--- src/rtl/ocx_pkg.sv ---
package ocx_pkg;

   localparam int MAX_CITIES = 64;
   localparam int CITY_W     = 6;
   localparam int CITY_N     = 1 << CITY_W;
   localparam int IDX_W      = $clog2(MAX_CITIES);
   localparam int CNT_W      = $clog2(MAX_CITIES + 1);
   localparam int CMP_W      = (CNT_W > CITY_W) ? CNT_W : CITY_W;

   typedef enum logic [2:0] {
      ST_LOAD,
      ST_SETUP,
      ST_SEG,
      ST_FILL,
      ST_EMIT
   } state_type;

endpackage

--- src/rtl/ocx_ram.sv ---
module ocx_ram #(
   parameter int WIDTH = 8,
   parameter int DEPTH = 64
) (
   input  logic                     clock,
   input  logic                     wr_en,
   input  logic [$clog2(DEPTH)-1:0] wr_addr,
   input  logic [WIDTH-1:0]         wr_data,
   input  logic [$clog2(DEPTH)-1:0] rd_addr,
   output logic [WIDTH-1:0]         rd_data
);

   logic [WIDTH-1:0] mem_ff [DEPTH];
   logic [WIDTH-1:0] rd_data_ff;

   always_ff @(posedge clock) begin
      if (wr_en) begin
         mem_ff[wr_addr] <= wr_data;
      end
      rd_data_ff <= mem_ff[rd_addr];
   end

   assign rd_data = rd_data_ff;

endmodule

--- src/rtl/order_crossover_permutation.sv ---
// Order crossover (OX1) of two parent tours of up to MAX_CITIES cities. Each
// beat on the request side loads one position of both parents, one beat per
// cycle while busy is low. The beat marked last_pos closes the load and starts
// the crossover; busy then stays high through a setup step, the copy of the
// segment from parent one, a scan of up to n positions of parent two (n being
// the number of loaded positions) and the output pass over the child, each
// pass paced by the single read port of the parent and child stores. On that
// pass the child is delivered as n response beats on consecutive cycles, each
// shown for one cycle with rsp_valid high. The receiver cannot stall: a beat
// not taken in its cycle is gone. A new load may start while the final beat
// is on the port.
module order_crossover_permutation (
   input  logic                       clock,
   input  logic                       reset,
   input  logic                       start,
   output logic                       busy,
   input  logic [ocx_pkg::CITY_W-1:0] req_first_city,
   input  logic [ocx_pkg::CITY_W-1:0] req_second_city,
   input  logic [ocx_pkg::CITY_W-1:0] req_cut_a,
   input  logic [ocx_pkg::CITY_W-1:0] req_cut_b,
   input  logic                       req_last_pos,
   output logic                       rsp_valid,
   output logic [ocx_pkg::CITY_W-1:0] rsp_child_city,
   output logic                       rsp_child_last,
   output logic                       rsp_overflow
);

   localparam int IDX_W  = ocx_pkg::IDX_W;
   localparam int CNT_W  = ocx_pkg::CNT_W;
   localparam int CMP_W  = ocx_pkg::CMP_W;
   localparam int CITY_W = ocx_pkg::CITY_W;

   ocx_pkg::state_type state_ff, state_in;

   logic [CNT_W-1:0]            cnt_ff, cnt_in;
   logic                        ovf_ff, ovf_in;
   logic [CNT_W-1:0]            n_ff, n_in;
   logic [CITY_W-1:0]           cut_a_ff, cut_a_in;
   logic [CITY_W-1:0]           cut_b_ff, cut_b_in;
   logic [IDX_W-1:0]            hi_ff, hi_in;
   logic [IDX_W-1:0]            rd_ff, rd_in;
   logic [CNT_W-1:0]            scan_ff, scan_in;
   logic                        iss_done_ff, iss_done_in;
   logic                        pend_ff, pend_in;
   logic [IDX_W-1:0]            pend_idx_ff, pend_idx_in;
   logic [IDX_W-1:0]            idx_ff, idx_in;
   logic [CNT_W-1:0]            free_ff, free_in;
   logic [ocx_pkg::CITY_N-1:0]  used_ff, used_in;
   logic [ocx_pkg::MAX_CITIES-1:0] valid_ff, valid_in;
   logic                        rsp_valid_ff, rsp_valid_in;
   logic [CITY_W-1:0]           rsp_city_ff, rsp_city_in;
   logic                        rsp_last_ff, rsp_last_in;
   logic                        rsp_ovf_ff, rsp_ovf_in;

   logic              accept;
   logic              load_wr;
   logic              child_wr;
   logic [IDX_W-1:0]  child_waddr;
   logic [CITY_W-1:0] child_wdata;
   logic [CITY_W-1:0] p1_rdata, p2_rdata, child_rdata;
   logic              issue;

   logic [CITY_W-1:0] cut_lo, cut_hi;
   logic [CMP_W-1:0]  nm1_w, lo_w, hi_w;
   logic [IDX_W-1:0]  lo_set, hi_set, hi_wrap;
   logic [CNT_W-1:0]  seg_len;

   assign busy    = (state_ff != ocx_pkg::ST_LOAD);
   assign accept  = start && !busy;
   assign load_wr = accept && (cnt_ff < CNT_W'(ocx_pkg::MAX_CITIES));

   ocx_ram #(.WIDTH(CITY_W), .DEPTH(ocx_pkg::MAX_CITIES)) u_first_store (
      .clock   (clock),
      .wr_en   (load_wr),
      .wr_addr (cnt_ff[IDX_W-1:0]),
      .wr_data (req_first_city),
      .rd_addr (rd_ff),
      .rd_data (p1_rdata)
   );

   ocx_ram #(.WIDTH(CITY_W), .DEPTH(ocx_pkg::MAX_CITIES)) u_second_store (
      .clock   (clock),
      .wr_en   (load_wr),
      .wr_addr (cnt_ff[IDX_W-1:0]),
      .wr_data (req_second_city),
      .rd_addr (rd_ff),
      .rd_data (p2_rdata)
   );

   ocx_ram #(.WIDTH(CITY_W), .DEPTH(ocx_pkg::MAX_CITIES)) u_child_store (
      .clock   (clock),
      .wr_en   (child_wr),
      .wr_addr (child_waddr),
      .wr_data (child_wdata),
      .rd_addr (rd_ff),
      .rd_data (child_rdata)
   );

   // order and clamp the cuts
   always_comb begin
      cut_lo = (cut_a_ff < cut_b_ff) ? cut_a_ff : cut_b_ff;
      cut_hi = (cut_a_ff < cut_b_ff) ? cut_b_ff : cut_a_ff;
      nm1_w  = CMP_W'(n_ff - CNT_W'(1));
      lo_w   = CMP_W'(cut_lo);
      hi_w   = CMP_W'(cut_hi);
      if (lo_w > nm1_w) begin
         lo_w = nm1_w;
      end
      if (hi_w > nm1_w) begin
         hi_w = nm1_w;
      end
      lo_set  = IDX_W'(lo_w);
      hi_set  = IDX_W'(hi_w);
      seg_len = CNT_W'(hi_set) - CNT_W'(lo_set) + CNT_W'(1);
      hi_wrap = ((CNT_W'(hi_set) + CNT_W'(1)) == n_ff) ? '0 : IDX_W'(hi_set + IDX_W'(1));
   end

   always_ff @(posedge clock) begin
      if (reset) begin
         state_ff     <= ocx_pkg::ST_LOAD;
         cnt_ff       <= '0;
         ovf_ff       <= 1'b0;
         pend_ff      <= 1'b0;
         iss_done_ff  <= 1'b0;
         used_ff      <= '0;
         valid_ff     <= '0;
         rsp_valid_ff <= 1'b0;
      end else begin
         state_ff     <= state_in;
         cnt_ff       <= cnt_in;
         ovf_ff       <= ovf_in;
         pend_ff      <= pend_in;
         iss_done_ff  <= iss_done_in;
         used_ff      <= used_in;
         valid_ff     <= valid_in;
         rsp_valid_ff <= rsp_valid_in;
      end
      n_ff        <= n_in;
      cut_a_ff    <= cut_a_in;
      cut_b_ff    <= cut_b_in;
      hi_ff       <= hi_in;
      rd_ff       <= rd_in;
      scan_ff     <= scan_in;
      pend_idx_ff <= pend_idx_in;
      idx_ff      <= idx_in;
      free_ff     <= free_in;
      rsp_city_ff <= rsp_city_in;
      rsp_last_ff <= rsp_last_in;
      rsp_ovf_ff  <= rsp_ovf_in;
   end

   always_comb begin
      state_in     = state_ff;
      cnt_in       = cnt_ff;
      ovf_in       = ovf_ff;
      n_in         = n_ff;
      cut_a_in     = cut_a_ff;
      cut_b_in     = cut_b_ff;
      hi_in        = hi_ff;
      rd_in        = rd_ff;
      scan_in      = scan_ff;
      iss_done_in  = iss_done_ff;
      pend_in      = 1'b0;
      pend_idx_in  = pend_idx_ff;
      idx_in       = idx_ff;
      free_in      = free_ff;
      used_in      = used_ff;
      valid_in     = valid_ff;
      rsp_valid_in = 1'b0;
      rsp_city_in  = rsp_city_ff;
      rsp_last_in  = rsp_last_ff;
      rsp_ovf_in   = rsp_ovf_ff;
      child_wr     = 1'b0;
      child_waddr  = pend_idx_ff;
      child_wdata  = p1_rdata;
      issue        = 1'b0;

      unique case (state_ff)
         ocx_pkg::ST_LOAD: begin
            if (accept) begin
               if (load_wr) begin
                  cnt_in = cnt_ff + CNT_W'(1);
               end else begin
                  ovf_in = 1'b1;
               end
               if (req_last_pos) begin
                  n_in     = load_wr ? (cnt_ff + CNT_W'(1)) : cnt_ff;
                  cut_a_in = req_cut_a;
                  cut_b_in = req_cut_b;
                  state_in = ocx_pkg::ST_SETUP;
               end
            end
         end

         ocx_pkg::ST_SETUP: begin
            hi_in       = hi_set;
            rd_in       = lo_set;
            idx_in      = hi_wrap;
            free_in     = n_ff - seg_len;
            used_in     = '0;
            valid_in    = '0;
            iss_done_in = 1'b0;
            state_in    = ocx_pkg::ST_SEG;
         end

         // copy parent one's segment
         ocx_pkg::ST_SEG: begin
            issue = !iss_done_ff;
            if (issue) begin
               pend_in     = 1'b1;
               pend_idx_in = rd_ff;
               if (rd_ff == hi_ff) begin
                  iss_done_in = 1'b1;
               end else begin
                  rd_in = rd_ff + IDX_W'(1);
               end
            end
            if (pend_ff) begin
               child_wr              = 1'b1;
               child_waddr           = pend_idx_ff;
               child_wdata           = p1_rdata;
               valid_in[pend_idx_ff] = 1'b1;
               used_in[p1_rdata]     = 1'b1;
            end
            if (iss_done_ff && !pend_ff) begin
               rd_in    = ((CNT_W'(hi_ff) + CNT_W'(1)) == n_ff) ? '0
                                                                : IDX_W'(hi_ff + IDX_W'(1));
               scan_in  = '0;
               state_in = ocx_pkg::ST_FILL;
            end
         end

         // scan parent two from just after the second cut
         ocx_pkg::ST_FILL: begin
            issue = (scan_ff != n_ff) && (free_ff != '0);
            if (issue) begin
               pend_in = 1'b1;
               scan_in = scan_ff + CNT_W'(1);
               rd_in   = ((CNT_W'(rd_ff) + CNT_W'(1)) == n_ff) ? '0
                                                               : IDX_W'(rd_ff + IDX_W'(1));
            end
            if (pend_ff && (free_ff != '0) && !used_ff[p2_rdata]) begin
               used_in[p2_rdata] = 1'b1;
               child_wr          = 1'b1;
               child_waddr       = idx_ff;
               child_wdata       = p2_rdata;
               valid_in[idx_ff]  = 1'b1;
               idx_in            = ((CNT_W'(idx_ff) + CNT_W'(1)) == n_ff) ? '0
                                                                          : IDX_W'(idx_ff + IDX_W'(1));
               free_in           = free_ff - CNT_W'(1);
            end
            if (!issue && !pend_ff) begin
               rd_in    = '0;
               scan_in  = '0;
               state_in = ocx_pkg::ST_EMIT;
            end
         end

         ocx_pkg::ST_EMIT: begin
            issue = (scan_ff != n_ff);
            if (issue) begin
               pend_in     = 1'b1;
               pend_idx_in = rd_ff;
               scan_in     = scan_ff + CNT_W'(1);
               rd_in       = rd_ff + IDX_W'(1);
            end
            if (pend_ff) begin
               rsp_valid_in = 1'b1;
               rsp_city_in  = valid_ff[pend_idx_ff] ? child_rdata : '0;
               rsp_last_in  = ((CNT_W'(pend_idx_ff) + CNT_W'(1)) == n_ff);
               rsp_ovf_in   = ovf_ff;
            end
            if (!issue) begin
               cnt_in   = '0;
               ovf_in   = 1'b0;
               state_in = ocx_pkg::ST_LOAD;
            end
         end

         default: begin
            state_in = ocx_pkg::ST_LOAD;
         end
      endcase
   end

   assign rsp_valid      = rsp_valid_ff;
   assign rsp_child_city = rsp_city_ff;
   assign rsp_child_last = rsp_last_ff;
   assign rsp_overflow   = rsp_ovf_ff;

   a_rsp_after_busy: assert property (@(posedge clock) disable iff (reset)
      rsp_valid_ff |-> $past(state_ff == ocx_pkg::ST_EMIT))
      else $error("response beat outside the output pass");

   a_last_ends_pass: assert property (@(posedge clock) disable iff (reset)
      (rsp_valid_ff && rsp_last_ff) |-> (state_ff == ocx_pkg::ST_LOAD))
      else $error("final child beat while crossover still running");

   a_free_bounded: assert property (@(posedge clock) disable iff (reset)
      (state_ff == ocx_pkg::ST_FILL) |-> (free_ff <= n_ff))
      else $error("free position count exceeds tour length");

   a_cnt_bounded: assert property (@(posedge clock) disable iff (reset)
      cnt_ff <= CNT_W'(ocx_pkg::MAX_CITIES))
      else $error("load count beyond capacity");

endmodule
--- config.mk ---
export PLATFORM = sky130hd
export DESIGN_NAME = order_crossover_permutation
export DESIGN_NICKNAME = d
export VERILOG_FILES = /design/src/rtl/ocx_pkg.sv /design/src/rtl/ocx_ram.sv /design/src/rtl/order_crossover_permutation.sv
export SDC_FILE = /design/constraint.sdc
export NUM_CORES = 2
export LEC_CHECK = 0
export BUFFER_PORTS_ARGS = -buffer_cell sky130_fd_sc_hd__buf_2
export CORE_AREA = 4 4 346 348
export CTS_CLUSTER_SIZE = 14
export DETAILED_ROUTE_END_ITERATION = 8
export DIE_AREA = 0 0 350 352
export GPL_TIMING_DRIVEN = 0
export HOLD_SLACK_MARGIN = 0.08
export PLACE_DENSITY = 0.63
export SETUP_SLACK_MARGIN = 0.5
export SLEW_MARGIN = 40
export SYNTH_ARGS = -nofsm -noshare
export SYNTH_HDL_FRONTEND = slang
export SYNTH_HIERARCHICAL = 1
export SYNTH_SLANG_ARGS = --single-unit
--- constraint.sdc ---
create_clock -name clock -period 12.9 [get_ports clock]
set_input_delay 3.87 -clock clock [delete_from_list [all_inputs] [get_ports clock]]
set_output_delay 3.87 -clock clock [all_outputs]
set_load 0.03 [all_outputs]
==> metrics.md <==
| Metric | Value |
|---|---|
| Initial DRC Count | 3974 |
| DRT Wirelength | 150000 um |
| Sequential Power Share | 0.374 |
| Die Y | 352 um |
| R2R setup slack | 6.63 ns |
| Buffers on Ports | 36 |
| Via density | 6.34 |
| Final Hold Vio Count | 0 |
| Clk_skew | 0.0291 ns |
| Crit. Startpoint | cut_a_ff[3] |
| Gate power share | 0.350 |
| Clk pwr share | 0.276 |
| Commonest cells post-synth | 1217 x edfxtp_1, 296 x nor2_1, 271 x mux4_2, 160 x dfxtp_1, 140 x nand2_1 |
| Nets | 3775 |
| GRT overflow | 0 |
| # resized after CTS | 0 |
| RSZ-0062 raised after global routing | false |
| Fraction of layout cells with a size suffix above 1 | 0.187 |
| Boundary Pins | 38 |
| Worst-Margin Slew | 0.887 ns |
| Row count | 125 |
| Finished Layout Cells | 5347 |
| CP Class | flip-flop to flip-flop |
| Peak supply drop | 0.141 mV |
| Leak | 20.7 nW |
| Cts hold-fix bufs | 0 |
| Fill cells | 9065 |
| Final WS setup | 6.63 ns |
| Register clock-pin slew on the reported worst setup and hold paths | 0.06 ns |
| CTS tree | built |
| Max-slew violation count | 0 |
| Cells after Synth | 3521 |
| Largest net degree at the start of global routing | 65 |
| Initial DRT Pass Iterations | 6 |
| First-pass GRT wire length | 222000 um |
| Worst Path Arrival | 6.72 ns |
| TritonCTS Buffers | 141 |
| Crit end category | flip-flop |
| Top_reg_cell synth | edfxtp_1 |
| Clock Path Buffers | 3 |
| Synthesized area per cell | 16.5 um^2 |
| Area delta synth->final | 11.7% |
| Detailed-route DRC error count | 0 |
| ANT nets after route | 0 |
| Most frequent cell after synthesis | edfxtp_1 |
| Worst r2r src | cut_a_ff[3] |
| P_int | 0.00945 W |
| Worst skew pair latency | 0.74 ns |
| Sw Pwr | 0.00497 W |
| Worst Hold Launch | used_ff[58] |
| Post-DP HPWL | 96000 um |
| Starting Density | 0.500 |
| Cell taking the most area after synthesis | edfxtp_1 |
| Total Routing Usage GR | 0.242 |
| Post-synth EDFFs | 1217 |
| Hold path endpoint | used_ff[58] |
| Worst hold slack | 0.445 ns |
| R2R Path End | free_ff[6] |
| Slew margin rel. | 0.409 |
| Tmin final | 6.27 ns |
| Sequential area share after synthesis | 0.684 |
| Setup Slack @ Placement | 6.09 ns |
| Vias in the first global route | 33400 |
| Synth top area cells | edfxtp_1 63%, mux4_2 10%, dfxtp_1 5.5%, nor2_1 1.9%, o22ai_1 1.3% |
| Chip width | 350 um |
| Post-Synthesis Net Count | 3589 |
| Yosys top cell area share | 0.629 |
| Post-CTS setup buffer count | 0 |
| Worst Reg-to-Reg Cells | 23 |
| Final Setup Violations | 0 |
| H-tree Lvls | 4 |
| Root buf cell | clkbuf_16 |
| FF+latch count, synth | 1377 |
| Hold WC Path Type | flip-flop to flip-flop |
| Power Dens Cells | 222 mW/mm^2 |
| Syn. warnings | 6 |
| Initial antenna violation count | 2 |
| Total number of vias | 33900 |
| Status | completed |
| Setup TNS | 0 ns |
| Nature of the critical path startpoint | flip-flop |
| Worst Path Max Fanout | 10 |
| Die area | 0.123 mm^2 |
| Worst Path Required | 13.35 ns |
| Mapped Area | 0.0581 mm^2 |
| Switch share | 0.344 |
| Clock Sinks | 1377 |
| Core Box Area | 0.116 mm^2 |
| Fin crit share | 0.486 |
| Fmax | 159 MHz |
| Routed length per instance | 28.0 um |
| Post-synth ARST share | 0 |
| Number of library cell types mapped by synthesis | 84 |
| Max-cap viol count | 0 |
| Inst Count DP | 5087 |
| WHS Path Cells | 2 |
| Gpl congestion | 0.946 |
-- cells by family after synthesis --
| group | Yosys count | synth area share |
|---|---|---|
| xor gates and xnor gates | 89 | 0.0136 |
| AOI/OAI and AO/OA | 585 | 0.0716 |
| DFF | 1377 | 0.684 |
| adders and majority gates | 40 | 0.00925 |
| buffers and inverters | 251 | 0.0225 |
| muxes | 414 | 0.136 |
| and+or+nand+nor | 765 | 0.0634 |
-- worst max-delay path, cell delays in order (launching register included) --
cell	delay, ns
edfxtp_1	0.52
ha_1	0.36
a21oi_1	0.10
o21ai_0	0.36
a21o_1	0.13
clkbuf_1	0.37
buf_1	0.44
mux2_2	0.43
ha_1	0.31
a21o_1	0.12
a21oi_1	0.06
o21ai_0	0.13
nor4b_1	0.35
clkbuf_1	0.35
nor2_1	0.09
a21oi_1	0.37
ha_1	0.34
ha_1	0.28
a21o_1	0.18
a21oi_1	0.21
o21bai_1	0.10
a21oi_1	0.17
xnor2_1	0.13
o21ai_0	0.08
-- stage by stage --
step            util  cell area (um^2)  total power (W)
6_report       0.559             65000           0.0144
5_1_grt        0.559             65000           0.0150
3_3_place_gp   0.518             60200           0.0104
4_1_cts        0.559             64900           0.0145
3_5_place_dp   0.520             60400           0.0105
2_1_floorplan      -             58100          0.00874
-- layer usage --
layer  GRT usage  up-vias  share of wire
met1       0.356    17400           0.42
met5           0        -              0
li1            -    14600              -
met4      0.0771        0          0.030
met2       0.369     1642           0.46
met3      0.0444      287          0.084
-- power by group through the flow --
| stage | clock network [W] | logic, W | registers [W] |
|---|---|---|---|
| final | 0.00398 | 0.00504 | 0.00539 |
| after global routing | 0.00425 | 0.00535 | 0.00540 |
| after CTS | 0.00406 | 0.00500 | 0.00540 |
| after detailed placement | 0 | 0.00497 | 0.00549 |
| after global placement | 0 | 0.00487 | 0.00553 |
| after floorplan | 0 | 0.00332 | 0.00542 |
-- layout make-up --
class                   instances  area, um^2  area share
flip-flops and latches       1377       39700       0.612
multi-input cells            1893       17200       0.265
clock buffers                 176        3790      0.0583
well taps                    1524        1910      0.0294
plain buffers                 210        1160      0.0179
clock inverters                80         687      0.0106
repair buffers                 43         287     0.00441
inverters                      41         154     0.00237
diodes                          3        7.51    0.000116
-- registers in the layout, indices dropped and copies added (netlist names), 3 cells and up --
signal                  flops
u_child_store/mem_ff      384
u_first_store/rd_data       6
cut_a_ff                    6
pend_idx_ff                 6
idx_ff                      6
rsp_child_city              6
free_ff                     7
state_ff                    3
u_first_store/mem_ff      384
u_child_store/rd_data       6
n_ff                        7
scan_ff                     7
u_second_store/rd_data      6
rd_ff                       6
cnt_ff                      7
valid_ff                   64
u_second_store/mem_ff     384
cut_b_ff                    6
hi_ff                       6
used_ff                    64
-- worst max path at each step --
stage,endpoint,slack [ns],cells after the start
CTS,free_ff[6],6.67,23
finish,free_ff[6],6.63,23
detailed placement,u_first_store/mem_ff[46][3],6.09,6
global placement,u_first_store/mem_ff[47][1],5.73,5
global route,free_ff[6],6.16,23
floorplan,u_first_store/mem_ff[49][0],7.11,5
-- placed cells by master, fill, tap and decap left out, drive strengths merged, types with 19 or more instances in the layout --
cell type / Yosys / routed
o21ai: 88 / 88
buf: 100 / 143
ha: 35 / 35
a22o: 86 / 86
and2: 19 / 19
nand3: 78 / 78
a211oi: 26 / 26
inv: 38 / 46
clkbuf: 110 / 286
nor2: 297 / 297
a22oi: 60 / 60
mux4: 289 / 289
a21oi: 58 / 58
dfxtp: 160 / 160
xnor2: 47 / 47
mux2i: 70 / 70
o22ai: 124 / 124
mux2: 55 / 55
nor2b: 43 / 43
edfxtp: 1217 / 1217
nor3: 50 / 50
clkinv: 3 / 61
nand2b: 26 / 26
xor2: 41 / 41
o221ai: 32 / 32
nand2: 140 / 140
a221oi: 24 / 24
Note: power is estimated with default switching activity, not from simulation.
